==> src/hw/rtl/rcrt_pkg.sv <==
package rcrt_pkg;

    // configuration address decode
    localparam int ADDR_W = 5;

    typedef enum logic [2:0] {
        REG_VEHICLE_X   = 3'd0,
        REG_VEHICLE_Y   = 3'd1,
        REG_VEHICLE_Z   = 3'd2,
        REG_ROT_ABOUT_X = 3'd3,
        REG_ROT_ABOUT_Y = 3'd4,
        REG_ROT_ABOUT_Z = 3'd5,
        REG_KEEP_RADIUS = 3'd6
    } t_reg_idx;

    // register reset values
    localparam logic [31:0] ROT_RESET    = 32'h4000_0000;
    localparam logic [15:0] RADIUS_RESET = 16'd10;

    // coordinate widths inside the datapath
    localparam int NEAR_W = 25;   // planar difference once the far check has passed
    localparam int DIFF_W = 33;   // exact difference of two 32 bit values
    localparam int SQ_W   = 48;   // square of a near difference

    typedef struct packed {
        logic signed [31:0] point_x;
        logic signed [31:0] point_y;
        logic signed [31:0] point_z;
        logic               lane_side;
    } t_point_in;

    typedef struct packed {
        logic signed [31:0] local_x;
        logic signed [31:0] local_y;
        logic signed [31:0] local_z;
        logic               lane_side_out;
    } t_point_out;

    typedef struct packed {
        logic signed [31:0] vehicle_x;
        logic signed [31:0] vehicle_y;
        logic signed [31:0] vehicle_z;
        logic [31:0]        rot_about_x;
        logic [31:0]        rot_about_y;
        logic [31:0]        rot_about_z;
        logic [15:0]        keep_radius;
    } t_cfg;

    // kept point, translated, waiting for the rotation pipeline
    typedef struct packed {
        logic signed [NEAR_W-1:0] dx;
        logic signed [NEAR_W-1:0] dy;
        logic signed [DIFF_W-1:0] dz;
        logic                     lane_side;
    } t_mid_item;

    // occupancy of the front pipeline
    typedef struct packed {
        logic s1_valid;
        logic s2_valid;
    } t_front_status;

endpackage

==> src/hw/rtl/rcrt_cfg.sv <==
module rcrt_cfg
    import rcrt_pkg::*;
(
    input  logic              i_clk,
    input  logic              i_rst_n,
    input  logic              psel,
    input  logic              penable,
    input  logic              pwrite,
    input  logic [ADDR_W-1:0] paddr,
    input  logic [31:0]       pwdata,
    output logic [31:0]       prdata,
    output logic              pready,
    output t_cfg              o_cfg
);

    t_cfg     r_cfg;
    t_reg_idx w_idx;
    logic     w_wr;

    assign w_idx  = t_reg_idx'(paddr[ADDR_W-1:2]);
    assign w_wr   = psel && penable && pwrite;
    assign pready = 1'b1;
    assign o_cfg  = r_cfg;

    // register writes on the access phase
    always_ff @(posedge i_clk) begin
        if (!i_rst_n) begin
            r_cfg.vehicle_x   <= '0;
            r_cfg.vehicle_y   <= '0;
            r_cfg.vehicle_z   <= '0;
            r_cfg.rot_about_x <= ROT_RESET;
            r_cfg.rot_about_y <= ROT_RESET;
            r_cfg.rot_about_z <= ROT_RESET;
            r_cfg.keep_radius <= RADIUS_RESET;
        end else if (w_wr) begin
            case (w_idx)
                REG_VEHICLE_X:   r_cfg.vehicle_x   <= pwdata;
                REG_VEHICLE_Y:   r_cfg.vehicle_y   <= pwdata;
                REG_VEHICLE_Z:   r_cfg.vehicle_z   <= pwdata;
                REG_ROT_ABOUT_X: r_cfg.rot_about_x <= pwdata;
                REG_ROT_ABOUT_Y: r_cfg.rot_about_y <= pwdata;
                REG_ROT_ABOUT_Z: r_cfg.rot_about_z <= pwdata;
                REG_KEEP_RADIUS: r_cfg.keep_radius <= pwdata[15:0];
                default: begin
                end
            endcase
        end
    end

    // read mux
    always_comb begin
        case (w_idx)
            REG_VEHICLE_X:   prdata = r_cfg.vehicle_x;
            REG_VEHICLE_Y:   prdata = r_cfg.vehicle_y;
            REG_VEHICLE_Z:   prdata = r_cfg.vehicle_z;
            REG_ROT_ABOUT_X: prdata = r_cfg.rot_about_x;
            REG_ROT_ABOUT_Y: prdata = r_cfg.rot_about_y;
            REG_ROT_ABOUT_Z: prdata = r_cfg.rot_about_z;
            REG_KEEP_RADIUS: prdata = {16'd0, r_cfg.keep_radius};
            default:         prdata = '0;
        endcase
    end

endmodule

==> config.mk <==
export PLATFORM = sky130hd
export DESIGN_NAME = rcrt_cfg
export DESIGN_NICKNAME = d
export VERILOG_FILES = /design/src/hw/rtl/rcrt_pkg.sv /design/src/hw/rtl/rcrt_cfg.sv
export SDC_FILE = /design/constraint.sdc
export NUM_CORES = 1
export LEC_CHECK = 0
export BUFFER_PORTS_ARGS = -buffer_cell sky130_fd_sc_hd__buf_2
export CORE_ASPECT_RATIO = 2
export CORE_MARGIN = 2
export CORE_UTILIZATION = 50
export DETAILED_ROUTE_END_ITERATION = 7
export GPL_ROUTABILITY_DRIVEN = 1
export GPL_TIMING_DRIVEN = 0
export PLACE_DENSITY = 0.78
export SYNTH_ARGS = -nofsm -noshare
export SYNTH_HDL_FRONTEND = slang
export SYNTH_SLANG_ARGS = --single-unit
==> constraint.sdc <==
create_clock -name i_clk -period 1.65 [get_ports i_clk]
set_clock_uncertainty 0.1 [all_clocks]
set_input_delay 0.0825 -clock i_clk [delete_from_list [all_inputs] [get_ports i_clk]]
set_output_delay 0.0825 -clock i_clk [all_outputs]
set_load 0.005 [all_outputs]
==> impl_metrics.env <==
export IMPL_met1_length_um=12460
export IMPL_worstSetupEndpointType="primary output"
export IMPL_max_stage_delay_ns=0.45
export IMPL_violations="setup timing"
export IMPL_synth_edf_count=0
export IMPL_finalPower_mw=10.73
export IMPL_hpwl_um=24770
export IMPL_ys_ff_latch=208
export IMPL_rows=70
export IMPL_ys_top_cells_by_area="dfxtp_1 (45%), mux2i_1 (28%), nand2_1 (9.8%)"
export IMPL_setup_tns_ns=-1.850
export IMPL_p_leak_nw=5.590
export IMPL_die_w_um=100.2
export IMPL_cts_tree="yes"
export IMPL_dpl_worst_slack_ns=-0.4251
export IMPL_crit_path_top_delay_cell="mux4_2"
export IMPL_seqPwrFrac_pct=47.4
export IMPL_crit_buf_inv=1
export IMPL_synthToLayoutAreaGrowth_pct=37.57
export IMPL_grt_total_usage_pct=34.78
export IMPL_period_needed_ns=1.840
export IMPL_grt_overflow=0
export IMPL_max_clock_freq_ghz=0.5434
export IMPL_rsz0062_at_grt="true"
export IMPL_power_switching_mw=2.616
export IMPL_slew_headroom_pct=35.53
export IMPL_netlist_area_leader_share_pct=44.99
export IMPL_nets=1334
export IMPL_grt_pass1_wl_um=51360
export IMPL_route_vias_total=8784
export IMPL_grt_pass1_vias=8680
export IMPL_top_layer="met4"
export IMPL_fin_util_pct=69.89
export IMPL_critical_path_top_delay_family="multiplexers"
export IMPL_antennaDiodeCount=0
export IMPL_layout_common_cells="buf_2 (281), mux2i_1 (262), nand2_1 (239)"
export IMPL_netlist_area_um2=9255
export IMPL_p_per_area_nw_per_um2=842.4
export IMPL_hold_class="input port to flip-flop"
export IMPL_ys_seq_area_share_pct=44.99
export IMPL_gp_routability_congestion=0.8450
export IMPL_max_cap_violations=0
export IMPL_synth_main_ff_cell="dfxtp_1"
export IMPL_worstPathMaxFanout=2
export IMPL_worst_slew_pin_slew_ns=0.9671
export IMPL_insertion_delay_ns=0.49
export IMPL_ant_nets=0
export IMPL_drv_slew=0
export IMPL_layout_drive_gt1_share_pct=42.18
export IMPL_clk_pin_slew_worst_paths_ns=0.07
export IMPL_crit_arrival_ns=1.66
export IMPL_yosysTopAreaCell="dfxtp_1"
export IMPL_via_per_inst=5.779
export IMPL_p_int_mw=8.111
export IMPL_die_area_um2=19680
export IMPL_cp_data_required_time_ns=1.47
export IMPL_clock_path_buffers=3
export IMPL_core_area_um2=18220
export IMPL_grt_max_degree=16
export IMPL_drcViolationCount=0
export IMPL_postSynth_asyncResetShare_pct=0
export IMPL_root_buffer="clkbuf_16"
export IMPL_worstSetupPathType="flip-flop to primary output"
export IMPL_swShare_pct=24.38
export IMPL_antenna_found_initial=0
export IMPL_start_util_pct=50.80
export IMPL_synth_nets=953
export IMPL_first_pass_iters=5
export IMPL_power_frac_clock_pct=43.7
export IMPL_mostFrequentLayoutCell="buf_2"
export IMPL_synth_distinct_cells=33
export IMPL_ys_warn_count=0
export IMPL_wl_um=35780
export IMPL_largest_reg_flops=208
export IMPL_clock_sinks=208
export IMPL_syn_area_per_cell_um2=10.16
export IMPL_io_pins=283
export IMPL_htreeDepth=1
export IMPL_path_cells="mux4_2 -> mux2_4 -> buf_6"
export IMPL_met2_length_um=18590
export IMPL_cts_made_buffers=19
export IMPL_fillCellCount=1415
export IMPL_portBuffers=277
export IMPL_min_period_over_period_pct=111.5
export IMPL_pwr_share_comb_pct=8.9
export IMPL_setup_ws_ns=-0.1904
export IMPL_drtIter0Drc=513
export IMPL_met3WireLength_um=2249
export IMPL_finalSetupViolations=21
export IMPL_hold_viol=0
export IMPL_outcome="complete, but fails checks"
export IMPL_fp_dieH_um=196.4
export IMPL_start_kind="flip-flop"
export IMPL_peakVddDrop_mv=0.7403
export IMPL_wire_per_inst_um=23.54
export IMPL_synthCells=911
-- final cells by class --
cell class / count / area (µm²) / area share, %
Buffer: 72 / 481.7 / 3.783
Clock buffer: 29 / 573.1 / 4.501
Clock inverter: 4 / 72.57 / 0.5700
Inverter: 4 / 15.01 / 0.1179
Multi-Input combinational cell: 627 / 4972 / 39.05
Sequential cell: 208 / 4247 / 33.35
Tap cell: 216 / 270.3 / 2.123
Timing Repair Buffer: 360 / 2101 / 16.50
-- cell usage after synthesis (3+ instances only) --
cell type and n:
a22oi_1 9, buf_2 12, a221oi_1 24, clkbuf_1 32, mux2_2 27, nor2b_1 8
inv_1 4, o22ai_1 3, mux2i_1 262, or3_1 9, nor2_4 3, dfxtp_1 208
o21ai_0 6, buf_4 20, nand2_1 242, nand2b_1 3, o221ai_1 10, buf_6 7
mux4_2 5
-- per-layer routing --
layer  track usage [%]  vias up
met5                 0        -
met4             24.00        0
met3             5.177      134
met2             62.07      460
met1             36.60     4225
li1                  -     3965
-- cells by family (layout without fill, tap and decap cells) --
| family | after synthesis | count (layout) | share of synthesized area [%] |
|---|---|---|---|
| other cells | 1 | 1 | 0.04052 |
| flops | 208 | 208 | 44.99 |
| buf+inv | 76 | 469 | 4.623 |
| simple gates | 272 | 272 | 12.38 |
| compound gates | 60 | 60 | 5.124 |
| mux | 294 | 294 | 32.84 |
-- path summary, 6_finish.rpt --
check / start / endpoint / slack [ns] / cells past startpoint
worst min register to register: o_cfg[199] / o_cfg[199] / 0.37 / 2
worst max register to register: o_cfg[7] / o_cfg[7] / 0.72 / 4
worst max-delay path: o_cfg[84] / prdata[4] / -0.19 / 3
worst min-delay path: penable / o_cfg[3] / 0.05 / 3
-- through the flow --
stage | hold slack, ns | std cells | cell area, µm²
after detailed placement | 0.2985 | 1404 | 10910
after CTS | 0.02570 | 1504 | 12430
final | 0.04926 | 1520 | 12730
after global routing | 0.05447 | 1520 | 12730
after global placement | 0.2958 | 1404 | 10910
after floorplan | 0.1687 | 911 | 9255
-- worst reg2reg max path: stages (launching register included) --
cell     delay (ns)
dfxtp_2        0.32
buf_4          0.13
buf_4          0.13
nand2_1        0.05
mux2i_1        0.08
-- power by group through the flow --
stage	Sequential (mW)	Combinational, mW	Clock [mW]
6_report	5.09	0.955	4.68
5_1_grt	5.09	0.990	4.86
4_1_cts	5.09	0.904	4.68
3_5_place_dp	5.20	0.786	0
3_3_place_gp	5.20	0.780	0
2_1_floorplan	5.20	0.425	0
-- what timing repair did --
action / in CTS / in global routing
resized for setup: 113 / 47
setup endpoints to repair: 32 / 41
hold endpoints to repair: 206 / 0
pin swaps: 10 / 10
hold buffers: 34 / 0
setup buffers: 33 / 16
Power figures use the tool's default switching activity.
