===== src/hw/rtl/rcrt_pkg.sv =====
package rcrt_pkg;

    // configuration address decode
    localparam int ADDR_W = 5;

    typedef enum logic [2:0] {
        REG_VEHICLE_X   = 3'd0,
        REG_VEHICLE_Y   = 3'd1,
        REG_VEHICLE_Z   = 3'd2,
        REG_ROT_ABOUT_X = 3'd3,
        REG_ROT_ABOUT_Y = 3'd4,
        REG_ROT_ABOUT_Z = 3'd5,
        REG_KEEP_RADIUS = 3'd6
    } t_reg_idx;

    // register reset values
    localparam logic [31:0] ROT_RESET    = 32'h4000_0000;
    localparam logic [15:0] RADIUS_RESET = 16'd10;

    // coordinate widths inside the datapath
    localparam int NEAR_W = 25;   // planar difference once the far check has passed
    localparam int DIFF_W = 33;   // exact difference of two 32 bit values
    localparam int SQ_W   = 48;   // square of a near difference

    typedef struct packed {
        logic signed [31:0] point_x;
        logic signed [31:0] point_y;
        logic signed [31:0] point_z;
        logic               lane_side;
    } t_point_in;

    typedef struct packed {
        logic signed [31:0] local_x;
        logic signed [31:0] local_y;
        logic signed [31:0] local_z;
        logic               lane_side_out;
    } t_point_out;

    typedef struct packed {
        logic signed [31:0] vehicle_x;
        logic signed [31:0] vehicle_y;
        logic signed [31:0] vehicle_z;
        logic [31:0]        rot_about_x;
        logic [31:0]        rot_about_y;
        logic [31:0]        rot_about_z;
        logic [15:0]        keep_radius;
    } t_cfg;

    // kept point, translated, waiting for the rotation pipeline
    typedef struct packed {
        logic signed [NEAR_W-1:0] dx;
        logic signed [NEAR_W-1:0] dy;
        logic signed [DIFF_W-1:0] dz;
        logic                     lane_side;
    } t_mid_item;

    // occupancy of the front pipeline
    typedef struct packed {
        logic s1_valid;
        logic s2_valid;
    } t_front_status;

endpackage


===== src/hw/rtl/rcrt_front.sv =====
module rcrt_front
    import rcrt_pkg::*;
(
    input  logic          i_clk,
    input  logic          i_rst_n,
    input  logic          i_accept,
    input  t_point_in     i_point,
    input  t_cfg          i_cfg,
    output logic          o_push,
    output t_mid_item     o_item,
    output t_front_status o_status
);

    // stage 1: differences to the vehicle position
    logic                     r_s1_valid;
    logic signed [DIFF_W-1:0] r_s1_dx;
    logic signed [DIFF_W-1:0] r_s1_dy;
    logic signed [DIFF_W-1:0] r_s1_dz;
    logic                     r_s1_lane;

    // stage 2: squares and reach check
    logic              r_s2_valid;
    logic              r_s2_near;
    logic [SQ_W-1:0]   r_s2_sqx;
    logic [SQ_W-1:0]   r_s2_sqy;
    logic [31:0]       r_s2_rad_sq;
    t_mid_item         r_s2_item;

    logic                       w_near_x;
    logic                       w_near_y;
    logic signed [2*NEAR_W-1:0] w_sqx;
    logic signed [2*NEAR_W-1:0] w_sqy;
    logic [SQ_W:0]              w_sum;
    logic [SQ_W:0]              w_lim;

    always_ff @(posedge i_clk) begin
        if (!i_rst_n) begin
            r_s1_valid <= 1'b0;
        end else begin
            r_s1_valid <= i_accept;
        end
    end

    always_ff @(posedge i_clk) begin
        r_s1_dx   <= DIFF_W'(i_point.point_x) - DIFF_W'(i_cfg.vehicle_x);
        r_s1_dy   <= DIFF_W'(i_point.point_y) - DIFF_W'(i_cfg.vehicle_y);
        r_s1_dz   <= DIFF_W'(i_point.point_z) - DIFF_W'(i_cfg.vehicle_z);
        r_s1_lane <= i_point.lane_side;
    end

    // strictly inside +-2^24: upper bits are pure sign, and not exactly -2^24
    assign w_near_x = ((r_s1_dx[DIFF_W-1:NEAR_W-1] == '0) ||
                       (r_s1_dx[DIFF_W-1:NEAR_W-1] == '1)) &&
                      !((r_s1_dx[DIFF_W-1:NEAR_W-1] == '1) && (r_s1_dx[NEAR_W-2:0] == '0));
    assign w_near_y = ((r_s1_dy[DIFF_W-1:NEAR_W-1] == '0) ||
                       (r_s1_dy[DIFF_W-1:NEAR_W-1] == '1)) &&
                      !((r_s1_dy[DIFF_W-1:NEAR_W-1] == '1) && (r_s1_dy[NEAR_W-2:0] == '0));

    // signed squares of the near differences
    assign w_sqx = $signed(r_s1_dx[NEAR_W-1:0]) * $signed(r_s1_dx[NEAR_W-1:0]);
    assign w_sqy = $signed(r_s1_dy[NEAR_W-1:0]) * $signed(r_s1_dy[NEAR_W-1:0]);

    always_ff @(posedge i_clk) begin
        if (!i_rst_n) begin
            r_s2_valid <= 1'b0;
        end else begin
            r_s2_valid <= r_s1_valid;
        end
    end

    always_ff @(posedge i_clk) begin
        r_s2_near           <= w_near_x && w_near_y;
        r_s2_sqx            <= w_sqx[SQ_W-1:0];
        r_s2_sqy            <= w_sqy[SQ_W-1:0];
        r_s2_rad_sq         <= i_cfg.keep_radius * i_cfg.keep_radius;
        r_s2_item.dx        <= r_s1_dx[NEAR_W-1:0];
        r_s2_item.dy        <= r_s1_dy[NEAR_W-1:0];
        r_s2_item.dz        <= r_s1_dz;
        r_s2_item.lane_side <= r_s1_lane;
    end

    // stage 3: radius compare, (radius * 256)^2 is radius^2 shifted by 16
    assign w_sum = {1'b0, r_s2_sqx} + {1'b0, r_s2_sqy};
    assign w_lim = {1'b0, r_s2_rad_sq, 16'd0};

    assign o_push          = r_s2_valid && r_s2_near && (w_sum <= w_lim);
    assign o_item          = r_s2_item;
    assign o_status.s1_valid = r_s1_valid;
    assign o_status.s2_valid = r_s2_valid;

endmodule


===== config.mk =====
export PLATFORM = sky130hd
export DESIGN_NAME = rcrt_front
export DESIGN_NICKNAME = d
export VERILOG_FILES = /design/src/hw/rtl/rcrt_pkg.sv /design/src/hw/rtl/rcrt_front.sv
export SDC_FILE = /design/constraint.sdc
export NUM_CORES = 2
export LEC_CHECK = 0
export BUFFER_PORTS_ARGS = -buffer_cell sky130_fd_sc_hd__buf_2
export CORE_ASPECT_RATIO = 0.75
export CORE_UTILIZATION = 57
export CTS_BUF_LIST = sky130_fd_sc_hd__clkbuf_8 sky130_fd_sc_hd__clkbuf_16
export DETAILED_ROUTE_END_ITERATION = 10
export HOLD_SLACK_MARGIN = 0.05
export PLACE_DENSITY = 0.76
export SETUP_SLACK_MARGIN = 0.3
export SLEW_MARGIN = 20
export SYNTH_ARGS = -nofsm -noshare
export SYNTH_HDL_FRONTEND = slang
export SYNTH_SLANG_ARGS = --single-unit
export TNS_END_PERCENT = 20

===== constraint.sdc =====
create_clock -name i_clk -period 9.3 [get_ports i_clk]
set_input_delay 0.465 -clock i_clk [delete_from_list [all_inputs] [get_ports i_clk]]
set_output_delay 0.465 -clock i_clk [all_outputs]
set_load 0.01 [all_outputs]

==> impl_metrics.tcl <==
set metrics [dict create \
    status "finished clean" \
    dr_wl_met3_mm 12.0 \
    critPathMaxFanout 16 \
    data_required_time_at_the_worst_endpoint_ns 9.75 \
    layout.filler_cells 8663 \
    routed_wire_length_per_instance_um 17.0 \
    cts_post_setup_buffers_inserted 0 \
    vias 43400 \
    layout_worst_path_cycle_share 0.890 \
    routed.top_layer "met4" \
    postCtsHoldBufs 1 \
    timing.critical_path.mode_cell "fa_1" \
    period_needed_ns 8.28 \
    areaGrowthSynthToFinish_pct 7.08 \
    floorplan.initialDensity 0.579 \
    antenna_left 0 \
    cts.htree.levels 2 \
    finalSetupViolCount 0 \
    cts_resized 0 \
    arrival_time_of_data_at_the_critical_path_endpoint_ns 8.73 \
    num_rows 103 \
    tritoncts.num_buffers 35 \
    critical_path.startpoint_type "flop" \
    tritoncts_clock_tree "yes" \
    clk_path_buf_depth 3 \
    final_layout_size_suffix_gt1_frac 0.0671 \
    cell_with_the_largest_stage_delay_on_the_worst_path "dfxtp_1" \
    via_count_of_the_first_global_routing_pass 46700 \
    remaining_drc_errors 0 \
    crit_path_max_incr_delay_ns 0.90 \
    design.final.nets 8998 \
    cell_count_after_synthesis 6526 \
    ys.warnings.count 0 \
    ioPinCount 395 \
    maximum_number_of_pins_on_one_net_before_global_route_repair 32 \
    syn_area_per_cell_sq_um 9.42 \
    postSynthRegisterBits 310 \
    critPathBufInv 6 \
    grt_remaining_overflow 0 \
    yosysUniqueCellTypes 69 \
    clock.fmax_mhz 121 \
    synth_top_area_share 0.440 \
    clock_latency_ns 0.58 \
    netlist.top_cell.by_area "fa_1" \
    mappedNetlistNets 8750 \
    crit_path_end_kind "flop" \
    type_of_the_setup_path_with_the_least_slack "flop to flop" \
    routabilityCongestion 0.954 \
    die-width_um 381 \
    totalWireLength_mm 140 \
    dp_hpwl_mm 118 \
    synth_edf_count 0 \
    route.detailed.vias_per_inst 5.28 \
    setup_tns_ns 0 \
    wire_length_of_the_first_global_routing_pass_mm 235 \
    fp.dieArea_sq_mm 0.109 \
    die_h_um 286 \
    floorplan.core_area_sq_mm 0.106 \
    dominantRegCellSynth "dfxtp_1" \
    port_buffers 298 \
    rsz_0062_raised_after_global_routing "no" \
    initial_antenna_violation_count 2 \
    worst_path_dominant_cell_family "adder cells" \
    clock-root-buffer "clkbuf_16" \
    slew-limit-headroom 0.240 \
    drv.max_cap_violation_count 0 \
    hold_viol_final 0 \
    pin_slew_with_the_least_headroom_to_its_limit_ns 1.14 \
    tritoncts_num_sinks 310 \
    drt_pass1_iterations 5 \
    final.setup_skew_ns 0.0255 \
    drt-initial-drc-count 2748 \
    async_reset_ff_frac 0 \
    min-delay-path-class "primary input to flop" \
    cts.reportedPaths.clkPinSlew_ns 0.07 \
    synth_top_cells_by_area "fa_1 (44%), ha_1 (12%), inv_1 (11%)" \
    synth.yosys.seq_area_share 0.101 \
    timing.final.max_slew_violations 0 \
    wl_met2_mm 64.6 \
    grt_total_usage 0.269 \
    synthesis.area_sq_mm 0.0615 \
    m1WireLength_mm 60.0 \
]
==> layout make-up <==
| cell class | instances | area, sq um | area share |
|---|---|---|---|
| inverter | 1787 | 6710 | 0.102 |
| antenna | 1 | 2.50 | 0.0000380 |
| clock inverter | 21 | 209 | 0.00317 |
| multi-input combinational | 4270 | 47900 | 0.728 |
| clock buffer | 40 | 945 | 0.0144 |
| timing repair buffer | 370 | 2030 | 0.0309 |
| sequential | 310 | 6210 | 0.0943 |
| tap | 1417 | 1770 | 0.0269 |
==> synthesized netlist by cell type, types with 10 or more instances <==
cell      count
fa_1       1350
dfxtp_1     310
nor4_1       23
and2_1      306
inv_1      1786
nor3_1       43
o31ai_1      11
o21ai_0     124
a211oi_1     27
a21o_1      128
nand2b_1     47
xor2_1       75
and3_1       24
nand2_1     488
a21boi_0     11
clkbuf_1    155
nor2_1      197
o211ai_1     12
o21bai_1     33
or2_2        10
nor2b_1      70
o21a_1       54
a21oi_1     225
nand3_1      49
or3_1        17
o31a_1       10
a31oi_1      25
ha_1        566
nand4_1      33
xnor2_1     206
==> state kept, by name (all words and copies together) (netlist names), 31 cells and up <==
name         cells
o_item          84
r_s1_dx         33
r_s1_dy         33
r_s1_dz         33
r_s2_rad_sq     31
r_s2_sqx        46
r_s2_sqy        46
==> worst paths after layout <==
| check | cells past startpoint | slack, ns | from | end |
|---|---|---|---|---|
| min | 2 | 0.1 | i_accept | r_s1_valid$_SDFF_PN0_ |
| min reg2reg | 0 | 0.33 | r_s1_dz[0]$_DFF_P_ | o_item[1]$_DFF_P_ |
| max | 25 | 1.02 | r_s1_dx[24]$_DFF_P_ | r_s2_sqx[47]$_DFF_P_ |
| max reg2reg | 25 | 1.02 | r_s1_dx[24]$_DFF_P_ | r_s2_sqx[47]$_DFF_P_ |
==> stage by stage <==
stage	utilization	area, sq um	std cells	hold WS (ns)	worst slack (ns)
final	0.621	65800	8216	0.0965	1.02
after CTS	0.620	65800	8215	0.0563	1.09
after floorplan	-	61500	6526	0.310	1.91
after global routing	0.621	65800	8216	0.0741	0.647
after detailed placement	0.610	64600	8153	0.313	1.14
after global placement	0.610	64600	8153	0.310	1.22
==> cells in the final DEF (no fill, tap or decap), drive strengths merged, types with 23 or more instances in the layout <==
cell,netlist,layout
xor2,75,75
nand2b,47,47
nor4,23,23
a21oi,227,227
a31oi,25,25
nand4,33,33
buf,4,369
ha,566,566
nor3,43,43
nor2,197,197
xnor2,206,206
nand3,49,49
o21bai,33,33
inv,1786,1793
clkbuf,155,40
o21ai,127,127
nor2b,70,70
fa,1350,1350
a21o,128,128
and2,306,306
dfxtp,310,310
and3,24,24
nand2,488,488
a211oi,28,28
o21a,54,54
==> cell families after synthesis <==
logic type	after synthesis	synth area share
buf+inv	1946	0.119
fa+ha+maj	1916	0.555
simple gates	1330	0.106
compound gates	737	0.0776
flops	310	0.101
xor+xnor	281	0.0400
mux	6	0.00102
==> layer usage <==
metal,GRT usage,vias to the layer above
li1,-,20100
met1,0.375,21700
met2,0.433,1414
met3,0.0581,201
met4,0.0581,0
met5,0,-
==> worst register-to-register path: stages, from the launching register on <==
cell and delay (ns):
dfxtp_1 0.90, nand2_1 0.33, inv_1 0.16, fa_1 0.48
inv_1 0.20, fa_1 0.62, fa_1 0.55, inv_1 0.05
fa_1 0.48, fa_1 0.50, fa_1 0.50, inv_1 0.05
fa_1 0.47, inv_1 0.04, ha_1 0.39, and3_1 0.24
nand2_1 0.10, or3_1 0.47, or3_1 0.34, o32ai_1 0.25
buf_4 0.21, o211ai_2 0.13, a21oi_2 0.27, a221o_1 0.19
a21oi_1 0.07, xnor2_1 0.13
Power is not shown: default switching activity piles up to over one toggle a cycle in this logic, so the estimate is an artifact.
