`src/hw/rtl/rcrt_fifo.sv`:
```
module rcrt_fifo #(
    parameter int WIDTH   = 84,
    parameter int DEPTH_W = 3
) (
    input  logic             i_clk,
    input  logic             i_rst_n,
    input  logic             i_push,
    input  logic [WIDTH-1:0] i_data,
    input  logic             i_pop,
    output logic [WIDTH-1:0] o_data,
    output logic [DEPTH_W:0] o_count
);

    logic [WIDTH-1:0]   r_mem [1 << DEPTH_W];
    logic [DEPTH_W-1:0] r_wr_ptr;
    logic [DEPTH_W-1:0] r_rd_ptr;
    logic [DEPTH_W:0]   r_count;

    assign o_data  = r_mem[r_rd_ptr];
    assign o_count = r_count;

    // storage
    always_ff @(posedge i_clk) begin
        if (i_push) begin
            r_mem[r_wr_ptr] <= i_data;
        end
    end

    // pointers and fill level
    always_ff @(posedge i_clk) begin
        if (!i_rst_n) begin
            r_wr_ptr <= '0;
            r_rd_ptr <= '0;
            r_count  <= '0;
        end else begin
            if (i_push) begin
                r_wr_ptr <= r_wr_ptr + 1'b1;
            end
            if (i_pop) begin
                r_rd_ptr <= r_rd_ptr + 1'b1;
            end
            case ({i_push, i_pop})
                2'b10:   r_count <= r_count + 1'b1;
                2'b01:   r_count <= r_count - 1'b1;
                default: r_count <= r_count;
            endcase
        end
    end

endmodule

```
`config.mk`:
```
export PLATFORM = sky130hd
export DESIGN_NAME = rcrt_fifo
export DESIGN_NICKNAME = d
export VERILOG_FILES = /design/src/hw/rtl/rcrt_fifo.sv
export SDC_FILE = /design/constraint.sdc
export NUM_CORES = 1
export LEC_CHECK = 0
export ABC_AREA = 1
export BUFFER_PORTS_ARGS = -buffer_cell sky130_fd_sc_hd__buf_2
export CORE_MARGIN = 2
export CORE_UTILIZATION = 50
export DETAILED_ROUTE_END_ITERATION = 16
export PLACE_DENSITY = 0.66
export RECOVER_POWER = 25
export SYNTH_ARGS = -nofsm -noshare
export SYNTH_HDL_FRONTEND = slang
export SYNTH_SLANG_ARGS = --single-unit
```
`constraint.sdc`:
```
create_clock -name i_clk -period 15.6 [get_ports i_clk]
set_input_delay 1.56 -clock i_clk [delete_from_list [all_inputs] [get_ports i_clk]]
set_output_delay 1.56 -clock i_clk [all_outputs]
set_load 0.02 [all_outputs]
```
==> results.txt, run 1 <==
----------------------------------------------------
[Die]
  Overall die area ... 0.0552 mm2
  Core Rows ... 84
  Initial core utilization ... 50.7%
  Height of the die ... 235 um
  Core box area ... 0.0527 mm2
  Top-Level Pins ... 176
  Chip Width ... 235 um

[Global routing]
  Global-route wire length before repair ... 88,200 um
  Met3 routing resource usage after global routing ... 4.23%
  Global routing met2 resource utilization ... 33.5%
  Antenna violations before repair ... 5
  Total overflow reported by the global router ... 0
  Gr usage total ... 20.7%
  Vias in the first global route ... 15,100
  Largest net degree at the start of global routing ... 202
  Global-route track usage on met1 ... 28.8%
  Layer carrying the most global-route usage ... met2

[Job]
  Total of max-cap violations ... 0

[Placement]
  Number of cells after detailed placement ... 2,736
  Port buffer count ... 175
  Detail Placement HPWL ... 28,700 um
  RePlAce Congestion ... 0.745

[Worst setup path]
  Critical-path maximum fanout ... 101
  Data required, critical path ... 14.04 ns
  Data arrival time of the worst path ... 4.02 ns
  Ordered list of cells on the worst path ... buf_4 > buf_4 > o21ai_0 > o22ai_1 > nand2_1 > nand2_1 > buf_2
  Startpoint type of the worst setup path ... flip-flop
  CP Class ... flip-flop to output port
  Slowest library cell on the worst path ... sky130_fd_sc_hd__buf_4
  Endpoint class of the critical path ... output port
  Buffer and inverter count on the worst path ... 3
  Gate family responsible for the most delay along the worst path ... buffers and inverters
  Max stage delay on crit path ... 0.85 ns

[Synthesis]
  Gate count after technology mapping ... 1,970
  Sequential-to-total area share from yosys stat ... 76.6%
  Number of warning messages in the yosys log ... 0
  Number of nets in the synthesized netlist ... 2,063
  Number of synthesized register bits ... 685
  Total standard cell area after synthesis ... 0.0267 mm2
  Netlist cell types ... 21
  Average instance area after synthesis ... 13.5 um2

[Timing]
  Unrepaired setup endpoints after global routing ... false
  Worst Max-Slew Pin Slew ... 1.35 ns
  Max Clock Freq ... 179 MHz
  Sum of negative setup slack ... 0 ns
  Hold Fails Final Rpt ... 0
  Worst clock skew ... 0.0176 ns
  Period Utilization, post-route ... 35.8%
  Number of slew-limit violations in the final report ... 0
  Tmin final ... 5.58 ns
  Number of endpoints failing setup at the final stage ... 0
  Max_slew headroom ... 9.85%

[Clock network]
  Number of hold buffers added after CTS ... 0
  Clock Path Buffers ... 3
  Total setup buffers inserted after CTS ... 0
  Count of clock tree sinks ... 685
  Post-cts repair resize count ... 0
  Number of buffers created by CTS ... 69
  H-tree depth reported by CTS ... 3
  Clock insertion delay at the later pin of the skew report ... 0.60 ns
  CTS tree ... yes
  Root buffer selected by CTS ... sky130_fd_sc_hd__clkbuf_16
  Clock-pin slew reported for the worst setup and hold paths after clock tree synthesis ... 0.06 ns

[Power]
  Worst VDD drop ... 0.0000868 V
  Static Leakage ... 0.0103 uW
  Pwr dens ... 133 mW/mm2

[Outcome]
  Status ... finished, final reports clean

[Drt]
  Vias after detailed routing ... 15,800
  Average via count per standard cell ... 5.52
  Number of violations reported at the end of detailed-routing iteration 0 ... 1,269
  Antenna Nets Post-Route ... 0
  Final WL ... 58,000 um
  Average routed wire per standard cell ... 20.3 um
  Initial DRT Pass Iterations ... 5
  DRC violations left ... 0

[Finish]
  Final Net Count ... 2,212
  Synth-to-layout area growth ... 12.6%
  Number of standard cells in the layout, taps in and fillers out ... 2,857
  Post-Route Utilization ... 57.1%
  Layout cell share with drive strength beyond 1 ... 11.3%

[Min path]
  Type of the tightest min-delay check ... flip-flop to flip-flop

----------------------------------------------------
## cell families after synthesis
group	synth area share (%)
AND/OR/NAND/NOR	8.83
XOR/XNOR	0.131
multiplexers	3.15
flip-flops	76.6
adder cells (fa/ha/maj)	0.234
buffers and inverters	2.56
AO/OA/AOI/OAI	8.51
## area by class of cell
| class | instances | area (um2) |
|---|---|---|
| antenna | 1 | 2.50 |
| clock buffer | 90 | 1850 |
| clock inverter | 30 | 231 |
| fill | 4162 | 22600 |
| inverter | 14 | 61.3 |
| multi-input combinational | 1152 | 5630 |
| sequential | 685 | 20500 |
| tap | 688 | 861 |
| timing repair buffer | 197 | 983 |
## path summary, 6_finish.rpt
kind,startpoint,end,slack [ns],depth (start not counted)
max reg2reg,r_wr_ptr[0],r_mem[4][48],12.58,4
max,flip-flop,o_data[28],10.02,7
min reg2reg,r_wr_ptr[0],r_wr_ptr[0],0.51,2
min,r_wr_ptr[0],r_wr_ptr[0],0.51,2
## sequential cells by signal, summed over array words and instances, names as in the netlist, named ones only
signal / cells
r_wr_ptr: 3
o_count: 4
r_rd_ptr: 3
r_mem: 672
## metal layers
layer	vias up	wire length, um
met2	469	28000
met1	7735	25400
met4	8	839
met5	-	51
met3	63	3730
li1	7484	-
## layout by cell type (no fill, tap or decap)
cell type / n
sky130_fd_sc_hd__buf_12: 1
sky130_fd_sc_hd__xor2_1: 1
sky130_fd_sc_hd__inv_6: 5
sky130_fd_sc_hd__o21ai_0: 202
sky130_fd_sc_hd__nand3_1: 4
sky130_fd_sc_hd__inv_1: 12
sky130_fd_sc_hd__clkbuf_1: 75
sky130_fd_sc_hd__nor2_4: 8
sky130_fd_sc_hd__dfxtp_4: 3
sky130_fd_sc_hd__a21oi_1: 7
sky130_fd_sc_hd__inv_8: 1
sky130_fd_sc_hd__clkinv_2: 10
sky130_fd_sc_hd__clkinv_1: 12
sky130_fd_sc_hd__buf_4: 21
sky130_fd_sc_hd__edfxtp_1: 672
sky130_fd_sc_hd__o22ai_1: 84
sky130_fd_sc_hd__clkbuf_16: 71
sky130_fd_sc_hd__or2_2: 1
sky130_fd_sc_hd__o21ai_1: 140
sky130_fd_sc_hd__mux2i_1: 84
sky130_fd_sc_hd__nor2_1: 346
sky130_fd_sc_hd__dfxtp_1: 10
sky130_fd_sc_hd__nand2_1: 267
sky130_fd_sc_hd__buf_2: 119
sky130_fd_sc_hd__diode_2: 1
sky130_fd_sc_hd__clkinvlp_4: 1
sky130_fd_sc_hd__ha_1: 5
sky130_fd_sc_hd__xnor2_1: 3
sky130_fd_sc_hd__bufinv_16: 3
## power by group
group / switching, uW / internal [uW]
Combinational: 266 / 114
Sequential: 20.9 / 2070
Clock: 656 / 885
Total: 943 / 3060
## metrics by stage
step	total power (uW)	worst slack, ns	instance area (um2)	hold WS, ns
3_5_place_dp	2510	10.68	28100	0.503
5_1_grt	4150	9.69	30100	0.537
4_1_cts	4040	10.03	30100	0.512
3_3_place_gp	2500	10.73	28100	0.483
6_report	4010	10.02	30100	0.511
2_1_floorplan	2380	9.61	26700	0.470
## cells in the mapped netlist
cell	number	area share (%)
sky130_fd_sc_hd__a21oi_1	7	0.13
sky130_fd_sc_hd__buf_1	10	0.14
sky130_fd_sc_hd__buf_2	24	0.45
sky130_fd_sc_hd__buf_4	11	0.31
sky130_fd_sc_hd__buf_6	15	0.63
sky130_fd_sc_hd__clkbuf_1	59	0.83
sky130_fd_sc_hd__dfxtp_1	13	0.98
sky130_fd_sc_hd__edfxtp_1	672	76
sky130_fd_sc_hd__ha_1	5	0.23
sky130_fd_sc_hd__inv_1	13	0.18
sky130_fd_sc_hd__inv_2	1	0.014
sky130_fd_sc_hd__mux2i_1	84	3.2
sky130_fd_sc_hd__nand2_1	267	3.8
sky130_fd_sc_hd__nand3_1	4	0.075
sky130_fd_sc_hd__nor2_1	354	5.0
sky130_fd_sc_hd__o21ai_0	202	3.8
sky130_fd_sc_hd__o21ai_1	140	2.6
sky130_fd_sc_hd__o22ai_1	84	2.0
sky130_fd_sc_hd__or2_2	1	0.023
sky130_fd_sc_hd__xnor2_1	3	0.098
sky130_fd_sc_hd__xor2_1	1	0.033
## tightest hold or removal path: stages (launching register included)
cell and delay, ns:
sky130_fd_sc_hd__dfxtp_1 0.33, sky130_fd_sc_hd__nand2_1 0.07, sky130_fd_sc_hd__a21oi_1 0.06
Note: power is estimated with default switching activity, not from simulation.
==> inputs of run 2 (changes only) <==
--- a/config.mk
+++ b/config.mk
@@ -5,12 +5,12 @@
 export SDC_FILE = /design/constraint.sdc
 export NUM_CORES = 1
 export LEC_CHECK = 0
-export ABC_AREA = 1
+export ABC_AREA = 0
 export BUFFER_PORTS_ARGS = -buffer_cell sky130_fd_sc_hd__buf_2
 export CORE_MARGIN = 2
 export CORE_UTILIZATION = 50
 export DETAILED_ROUTE_END_ITERATION = 16
-export PLACE_DENSITY = 0.66
+export PLACE_DENSITY = 0.69
 export RECOVER_POWER = 25
 export SYNTH_ARGS = -nofsm -noshare
 export SYNTH_HDL_FRONTEND = slang
==> constraint.sdc (replaced) <==
create_clock -name i_clk -period 4.83 [get_ports i_clk]
set_input_delay 0.483 -clock i_clk [delete_from_list [all_inputs] [get_ports i_clk]]
set_output_delay 0.483 -clock i_clk [all_outputs]
set_load 0.02 [all_outputs]
==> run 2 against run 1 <==
Cell count is 30% lower. Synthesized cell count down 47%. Routed wire length is 15% lower. Clock skew rose by 0.0015 ns. Design area is 1.2% lower. Die area decreased by 3.1%. Non-clock buffer count rose by 5. Register-to-register slack worse by 10 ns.
==> results.txt, run 2 <==
----------------------------------------------------
[Drt]
  Average via count per standard cell ... 5.69 (+3.1%)
  DRC violations left ... 0 (unchanged)
  Number of violations reported at the end of detailed-routing iteration 0 ... 975 (-23%)
  Final WL ... 49,500 um (-15%)
  Average routed wire per standard cell ... 24.9 um (+22%)
  Antenna Nets Post-Route ... 0 (unchanged)
  Initial DRT Pass Iterations ... 5 (unchanged)
  Vias after detailed routing ... 11,300 (-28%)

[Clock network]
  Root buffer selected by CTS ... sky130_fd_sc_hd__clkbuf_16
  Post-cts repair resize count ... 0 (unchanged)
  Total setup buffers inserted after CTS ... 0 (unchanged)
  Number of hold buffers added after CTS ... 0 (unchanged)
  Count of clock tree sinks ... 685 (unchanged)
  CTS tree ... yes
  Number of buffers created by CTS ... 69 (unchanged)
  Clock-pin slew reported for the worst setup and hold paths after clock tree synthesis ... 0.06 ns (about the same)
  Clock Path Buffers ... 3 (unchanged)
  H-tree depth reported by CTS ... 3 (unchanged)
  Clock insertion delay at the later pin of the skew report ... 0.62 ns (+0.02 ns)

[Min path]
  Hold depth ... 1 (-1)
  Critical hold path startpoint ... i_data[27]
  Type of the tightest min-delay check ... primary input to flip-flop

[Global routing]
  Vias in the first global route ... 12,100 (-20%)
  Gr usage total ... 19.1% (-1.7 points)
  Total overflow reported by the global router ... 0 (unchanged)
  Largest net degree at the start of global routing ... 87 (-57%)
  Antenna violations before repair ... 7 (+2)
  Global-route wire length before repair ... 74,700 um (-15%)

[Job]
  Total of max-cap violations ... 0 (unchanged)

[Synthesis]
  Synth top area share ... 78.1% (+2.5 points)
  Number of synthesized register bits ... 685 (unchanged)
  EDFF count, synth ... 672 (unchanged)
  Number of warning messages in the yosys log ... 0 (unchanged)
  Fraction of registers with async set/reset ... 0% (unchanged)
  Largest cells by area after synthesis ... sky130_fd_sc_hd__edfxtp_1 78%, sky130_fd_sc_hd__mux4_2 15%, sky130_fd_sc_hd__mux2_2 3.7%, sky130_fd_sc_hd__dfxtp_1 1.0%, sky130_fd_sc_hd__buf_6 0.61%
  Gate count after technology mapping ... 1,039 (-47%)
  Netlist cell types ... 26 (+24%)
  Number of nets in the synthesized netlist ... 1,132 (-45%)
  Total standard cell area after synthesis ... 0.0258 mm2 (-3.2%)
  Library cell with the highest instance count after synthesis ... sky130_fd_sc_hd__edfxtp_1
  Average instance area after synthesis ... 24.9 um2 (+84%)
  Sequential-to-total area share from yosys stat ... 79.1% (+2.5 points)
  Top cells by count, synth ... 672 x sky130_fd_sc_hd__edfxtp_1, 168 x sky130_fd_sc_hd__mux4_2, 85 x sky130_fd_sc_hd__mux2_2
  Library cell occupying the most area in the post-synthesis netlist ... sky130_fd_sc_hd__edfxtp_1
  Predominant post-synthesis flop cell ... sky130_fd_sc_hd__edfxtp_1

[Timing]
  Hold_ws ... 0.155 ns (-0.356 ns)
  Hold Fails Final Rpt ... 0 (unchanged)
  Worst Max-Slew Pin Slew ... 1.02 ns (-0.335 ns)
  Max Clock Freq ... 288 MHz
  Number of slew-limit violations in the final report ... 0 (unchanged)
  Worst clock skew ... 0.0191 ns (+0.00153 ns)
  Period Utilization, post-route ... 72.0%
  Sum of negative setup slack ... 0 ns (unchanged)
  Tmin final ... 3.48 ns
  Unrepaired setup endpoints after global routing ... false
  Number of endpoints failing setup at the final stage ... 0 (unchanged)
  Max_slew headroom ... 32.2% (+22 points)

[Finish]
  Commonest cells after routing, fill and taps aside ... 672 x sky130_fd_sc_hd__edfxtp_1, 168 x sky130_fd_sc_hd__mux4_2, 116 x sky130_fd_sc_hd__buf_2
  Commonest non-fill, non-tap cell in the layout ... sky130_fd_sc_hd__edfxtp_1
  Final Net Count ... 1,356 (-39%)
  Layout cell share with drive strength beyond 1 ... 38.0% (+27 points)
  Max reg flops ... 672 (unchanged)
  Register with the most flip-flops ... r_mem
  Synth-to-layout area growth ... 14.9%

[Placement]
  Detail Placement HPWL ... 26,000 um (-9.3%)
  RePlAce Congestion ... 0.719 (-3.5%)
  Port buffer count ... 175 (unchanged)

[Worst setup path]
  Beginning of the worst register-to-register path ... r_wr_ptr[0]
  Endpoint class of the critical path ... output port
  Startpoint type of the worst setup path ... flip-flop
  Number of cell instances on the worst register-to-register path ... 3 (-1)
  Data required, critical path ... 4.35 ns (-9.69 ns)
  CP Class ... flip-flop to output port
  Critical-path maximum fanout ... 41 (-59%)
  Data arrival time of the worst path ... 2.99 ns (-1.03 ns)

[Power]
  Static Leakage ... 0.00932 uW (-9.0%)
  Total design power ... 13,000 uW (+220%)
  Worst VDD drop ... 0.000281 V (+220%)
  Pwr dens ... 436 mW/mm2 (+230%)

[Die]
  Overall die area ... 0.0535 mm2 (-3.1%)
  Core Rows ... 83 (-1.2%)
  Initial core utilization ... 50.5% (-0.21 points)
  Chip Width ... 231 um (-1.6%)
  Core box area ... 0.0512 mm2 (-2.8%)
  Top-Level Pins ... 176 (unchanged)
  Height of the die ... 231 um (-1.6%)

[Outcome]
  Status ... finished, final reports clean

----------------------------------------------------
[run 2: power breakdown]
group / leakage [uW] / total [uW] / switching [uW] / internal (uW)
combinational: 0.00207 / 1110 / 610 / 502
sequential: 0.00621 / 6770 / 78.6 / 6690
clock: 0.00104 / 5070 / 2130 / 2940
[run 2: logic make-up (layout without fill, tap and decap cells)]
group / after synthesis / in the layout / share of synthesized area [%]
adders and majority gates: 5 / 5 / 0.242
and+or+nand+nor: 30 / 30 / 0.605
buffers and inverters: 50 / 322 / 1.19
AOI/OAI and AO/OA: 5 / 5 / 0.136
xor gates and xnor gates: 7 / 7 / 0.237
other: 0 / 1 / 0
muxes: 257 / 257 / 18.5
DFF: 685 / 685 / 79.1
[run 2: final timing paths]
path / slack [ns] / end
setup / recovery: 1.35 / o_data[2]
hold / removal: 0.15 / r_mem[2][27]
setup reg to reg: 2.55 / r_mem[1][50]
hold reg to reg: 0.48 / o_count[3]
[run 2: metrics by stage]
step                      area [um2]  worst slack (ns)  utilization (%)  cells
after CTS                      29800              1.24             58.2   1991
after global routing           29700              1.12             58.0   1991
after global placement         27600              1.91             54.0   1872
final                          29700              1.35             58.0   1992
after floorplan                25900             0.187                -   1039
after detailed placement       27600              1.90             54.0   1872
[run 2: worst max-delay path: stages, from the launching register on]
cell,delay [ns]
sky130_fd_sc_hd__dfxtp_4,0.95
sky130_fd_sc_hd__buf_12,0.39
sky130_fd_sc_hd__mux4_2,0.55
sky130_fd_sc_hd__mux2_2,0.29
sky130_fd_sc_hd__buf_2,0.16
[run 2: metal layers]
layer | wire length, um | up-vias | track usage (%)
met5 | 74 | - | 0
met4 | 773 | 12 | 5.38
met3 | 2880 | 66 | 4.13
met2 | 24500 | 315 | 31.0
met1 | 21300 | 6053 | 26.3
li1 | - | 4886 | -
[run 2: final cells by class]
| cell class | instances | area, um2 |
|---|---|---|
| diodes | 1 | 2.50 |
| clock buffers | 88 | 1860 |
| clock inverters | 31 | 275 |
| fillers | 3592 | 21500 |
| inverters | 1 | 3.75 |
| multi-input cells | 304 | 5160 |
| flip-flops and latches | 685 | 20500 |
| well taps | 680 | 851 |
| repair buffers | 202 | 1090 |
==> inputs of run 3 (changes only) <==
--- a/config.mk
+++ b/config.mk
@@ -10,7 +10,7 @@
 export CORE_MARGIN = 2
 export CORE_UTILIZATION = 50
 export DETAILED_ROUTE_END_ITERATION = 16
-export PLACE_DENSITY = 0.69
+export PLACE_DENSITY = 0.66
 export RECOVER_POWER = 25
 export SYNTH_ARGS = -nofsm -noshare
 export SYNTH_HDL_FRONTEND = slang
==> constraint.sdc (replaced) <==
create_clock -name i_clk -period 3.3 [get_ports i_clk]
set_input_delay 0.33 -clock i_clk [delete_from_list [all_inputs] [get_ports i_clk]]
set_output_delay 0.33 -clock i_clk [all_outputs]
set_load 0.02 [all_outputs]
==> run 3 against run 2 <==
Combinational power up 58%. First-iteration DRC count down 2.9%. Die area unchanged. Routed wire length up 0.60%. Sequential power up 46%. Largest power group unchanged. Largest cell class unchanged. Critical path type unchanged. Setup slack worse by 1.0 ns. Highest routed layer unchanged.
==> results.txt, run 3 (same netlist as run 2, synthesis figures left out) <==
----------------------------------------------------
[Outcome]
  Status ... finished, final reports clean

[Global routing]
  Vias in the first global route ... 12,500 (+3.3%)
  Largest net degree at the start of global routing ... 55 (-37%)
  Gr usage total ... 19.2% (+0.12 points)
  Total overflow reported by the global router ... 0 (unchanged)
  Global-route wire length before repair ... 75,700 um (+1.3%)
  Antenna violations before repair ... 3 (-4)

[Finish]
  Number of filler cells placed in the layout ... 3,571 (-0.58%)
  Number of standard cells in the layout, taps in and fillers out ... 2,085 (+4.7%)
  Commonest cells after routing, fill and taps aside ... 672 x sky130_fd_sc_hd__edfxtp_1, 168 x sky130_fd_sc_hd__mux4_2, 127 x sky130_fd_sc_hd__buf_2
  Max reg flops ... 672 (unchanged)
  Commonest non-fill, non-tap cell in the layout ... sky130_fd_sc_hd__edfxtp_1
  Layout cell share with drive strength beyond 1 ... 37.2% (-0.81 points)
  Final Net Count ... 1,442 (+6.3%)
  Register with the most flip-flops ... r_mem
  Synth-to-layout area growth ... 18.8%

[Clock network]
  Count of clock tree sinks ... 685 (unchanged)
  Root buffer selected by CTS ... sky130_fd_sc_hd__clkbuf_16
  CTS tree ... yes
  Number of buffers created by CTS ... 71 (+2.9%)
  Clock insertion delay at the later pin of the skew report ... 0.59 ns (-0.03 ns)
  Clock-pin slew reported for the worst setup and hold paths after clock tree synthesis ... 0.06 ns (about the same)
  Total setup buffers inserted after CTS ... 0 (unchanged)
  Clock Path Buffers ... 3 (unchanged)
  H-tree depth reported by CTS ... 3 (unchanged)

[Drt]
  Antenna Nets Post-Route ... 0 (unchanged)
  DRC violations left ... 0 (unchanged)
  Average via count per standard cell ... 5.62 (-1.2%)
  Initial DRT Pass Iterations ... 4 (-1)
  Vias after detailed routing ... 11,700 (+3.4%)
  Average routed wire per standard cell ... 23.9 um (-3.9%)
  Number of violations reported at the end of detailed-routing iteration 0 ... 947 (-2.9%)
  Final WL ... 49,800 um (+0.60%)

[Die]
  Overall die area ... 0.0535 mm2 (unchanged)
  Initial core utilization ... 50.5% (unchanged)
  Core box area ... 0.0512 mm2 (unchanged)
  Height of the die ... 231 um (unchanged)
  Core Rows ... 83 (unchanged)
  Chip Width ... 231 um (unchanged)
  Top-Level Pins ... 176 (unchanged)

[Timing]
  Number of endpoints failing setup at the final stage ... 0 (unchanged)
  Unrepaired setup endpoints after global routing ... false
  Worst clock skew ... 0.0189 ns (-0.000200 ns)
  Worst Max-Slew Pin Slew ... 0.863 ns (-0.155 ns)
  Number of slew-limit violations in the final report ... 0 (unchanged)
  Hold Fails Final Rpt ... 0 (unchanged)
  Period Utilization, post-route ... 89.2%
  Hold_ws ... 0.0998 ns (-0.0549 ns)
  Tmin final ... 2.95 ns
  Max Clock Freq ... 340 MHz
  Max_slew headroom ... 42.5% (+10 points)

[Worst setup path]
  Endpoint class of the critical path ... output port
  Data required, critical path ... 2.97 ns (-1.38 ns)
  Data arrival time of the worst path ... 2.62 ns (-0.37 ns)
  Critical-path maximum fanout ... 40 (-2.4%)
  CP Class ... flip-flop to output port
  Startpoint type of the worst setup path ... flip-flop

[Placement]
  Number of cells after detailed placement ... 1,877 (+0.27%)
  RePlAce Congestion ... 0.700 (-2.6%)
  Detail Placement HPWL ... 26,200 um (+0.82%)
  Port buffer count ... 175 (unchanged)

[Power]
  Pwr dens ... 624 mW/mm2 (+43%)
  Worst VDD drop ... 0.000346 V (+23%)
  Static Leakage ... 0.00978 uW (+4.9%)

[Min path]
  Type of the tightest min-delay check ... primary input to flip-flop

[Job]
  Total of max-cap violations ... 0 (unchanged)

----------------------------------------------------
-- run 3: per-layer routing --
metal  up-vias  wire length [um]  GRT usage (%)
li1       5075                 -              -
met5         -                27              0
met2       310             24500           31.0
met3        72              2640           3.57
met4         4               987           6.23
met1      6253             21600           26.8
-- run 3: through the flow --
step	cell area (um2)	TNS (ns)	worst slack [ns]	util, %	power, uW
after global placement	27700	0	0.924	54.2	11800
after floorplan	25900	-792.76	-1.28	-	11200
final	30700	0	0.355	60.0	19200
after global routing	30700	0	0.205	60.0	19800
after CTS	30800	0	0.269	60.1	19400
after detailed placement	27700	0	0.905	54.2	11800
-- run 3: worst max-delay path: stages, from the launching register on --
cell                      delay, ns
sky130_fd_sc_hd__dfxtp_4       0.62
sky130_fd_sc_hd__buf_12        0.36
sky130_fd_sc_hd__mux4_2        0.56
sky130_fd_sc_hd__mux2_2        0.29
sky130_fd_sc_hd__buf_2         0.16
-- run 3: power by group --
| group | internal (uW) | switching (uW) | total [uW] | leakage, uW |
|---|---|---|---|---|
| clock network | 4400 | 3120 | 7530 | 0.00108 |
| registers | 9790 | 96.8 | 9890 | 0.00621 |
| logic | 815 | 940 | 1750 | 0.00248 |
-- run 3: path summary, 6_finish.rpt --
path         slack (ns)         from      endpoint  cells after the start
max                0.35    flip-flop    o_data[50]                      4
max reg2reg        1.31  r_wr_ptr[0]  r_mem[3][55]                      3
min                 0.1      i_rst_n    o_count[2]                      2
min reg2reg        0.47   o_count[3]    o_count[3]                      2
-- run 3: timing repair --
item / CTS / global route
gates resized for setup: 0 / 0
hold buffers: 79 / 0
endpoints found under the hold margin: 606 / 0
-- run 3: final cells by class --
class	count	area [um2]	area share, %
tap	680	851	2.77
sequential	685	20500	66.6
timing repair buffer	286	2010	6.55
antenna	1	2.50	0.00815
inverter	1	3.75	0.0122
clock buffer	95	1990	6.49
clock inverter	33	226	0.738
multi-input combinational	304	5160	16.8
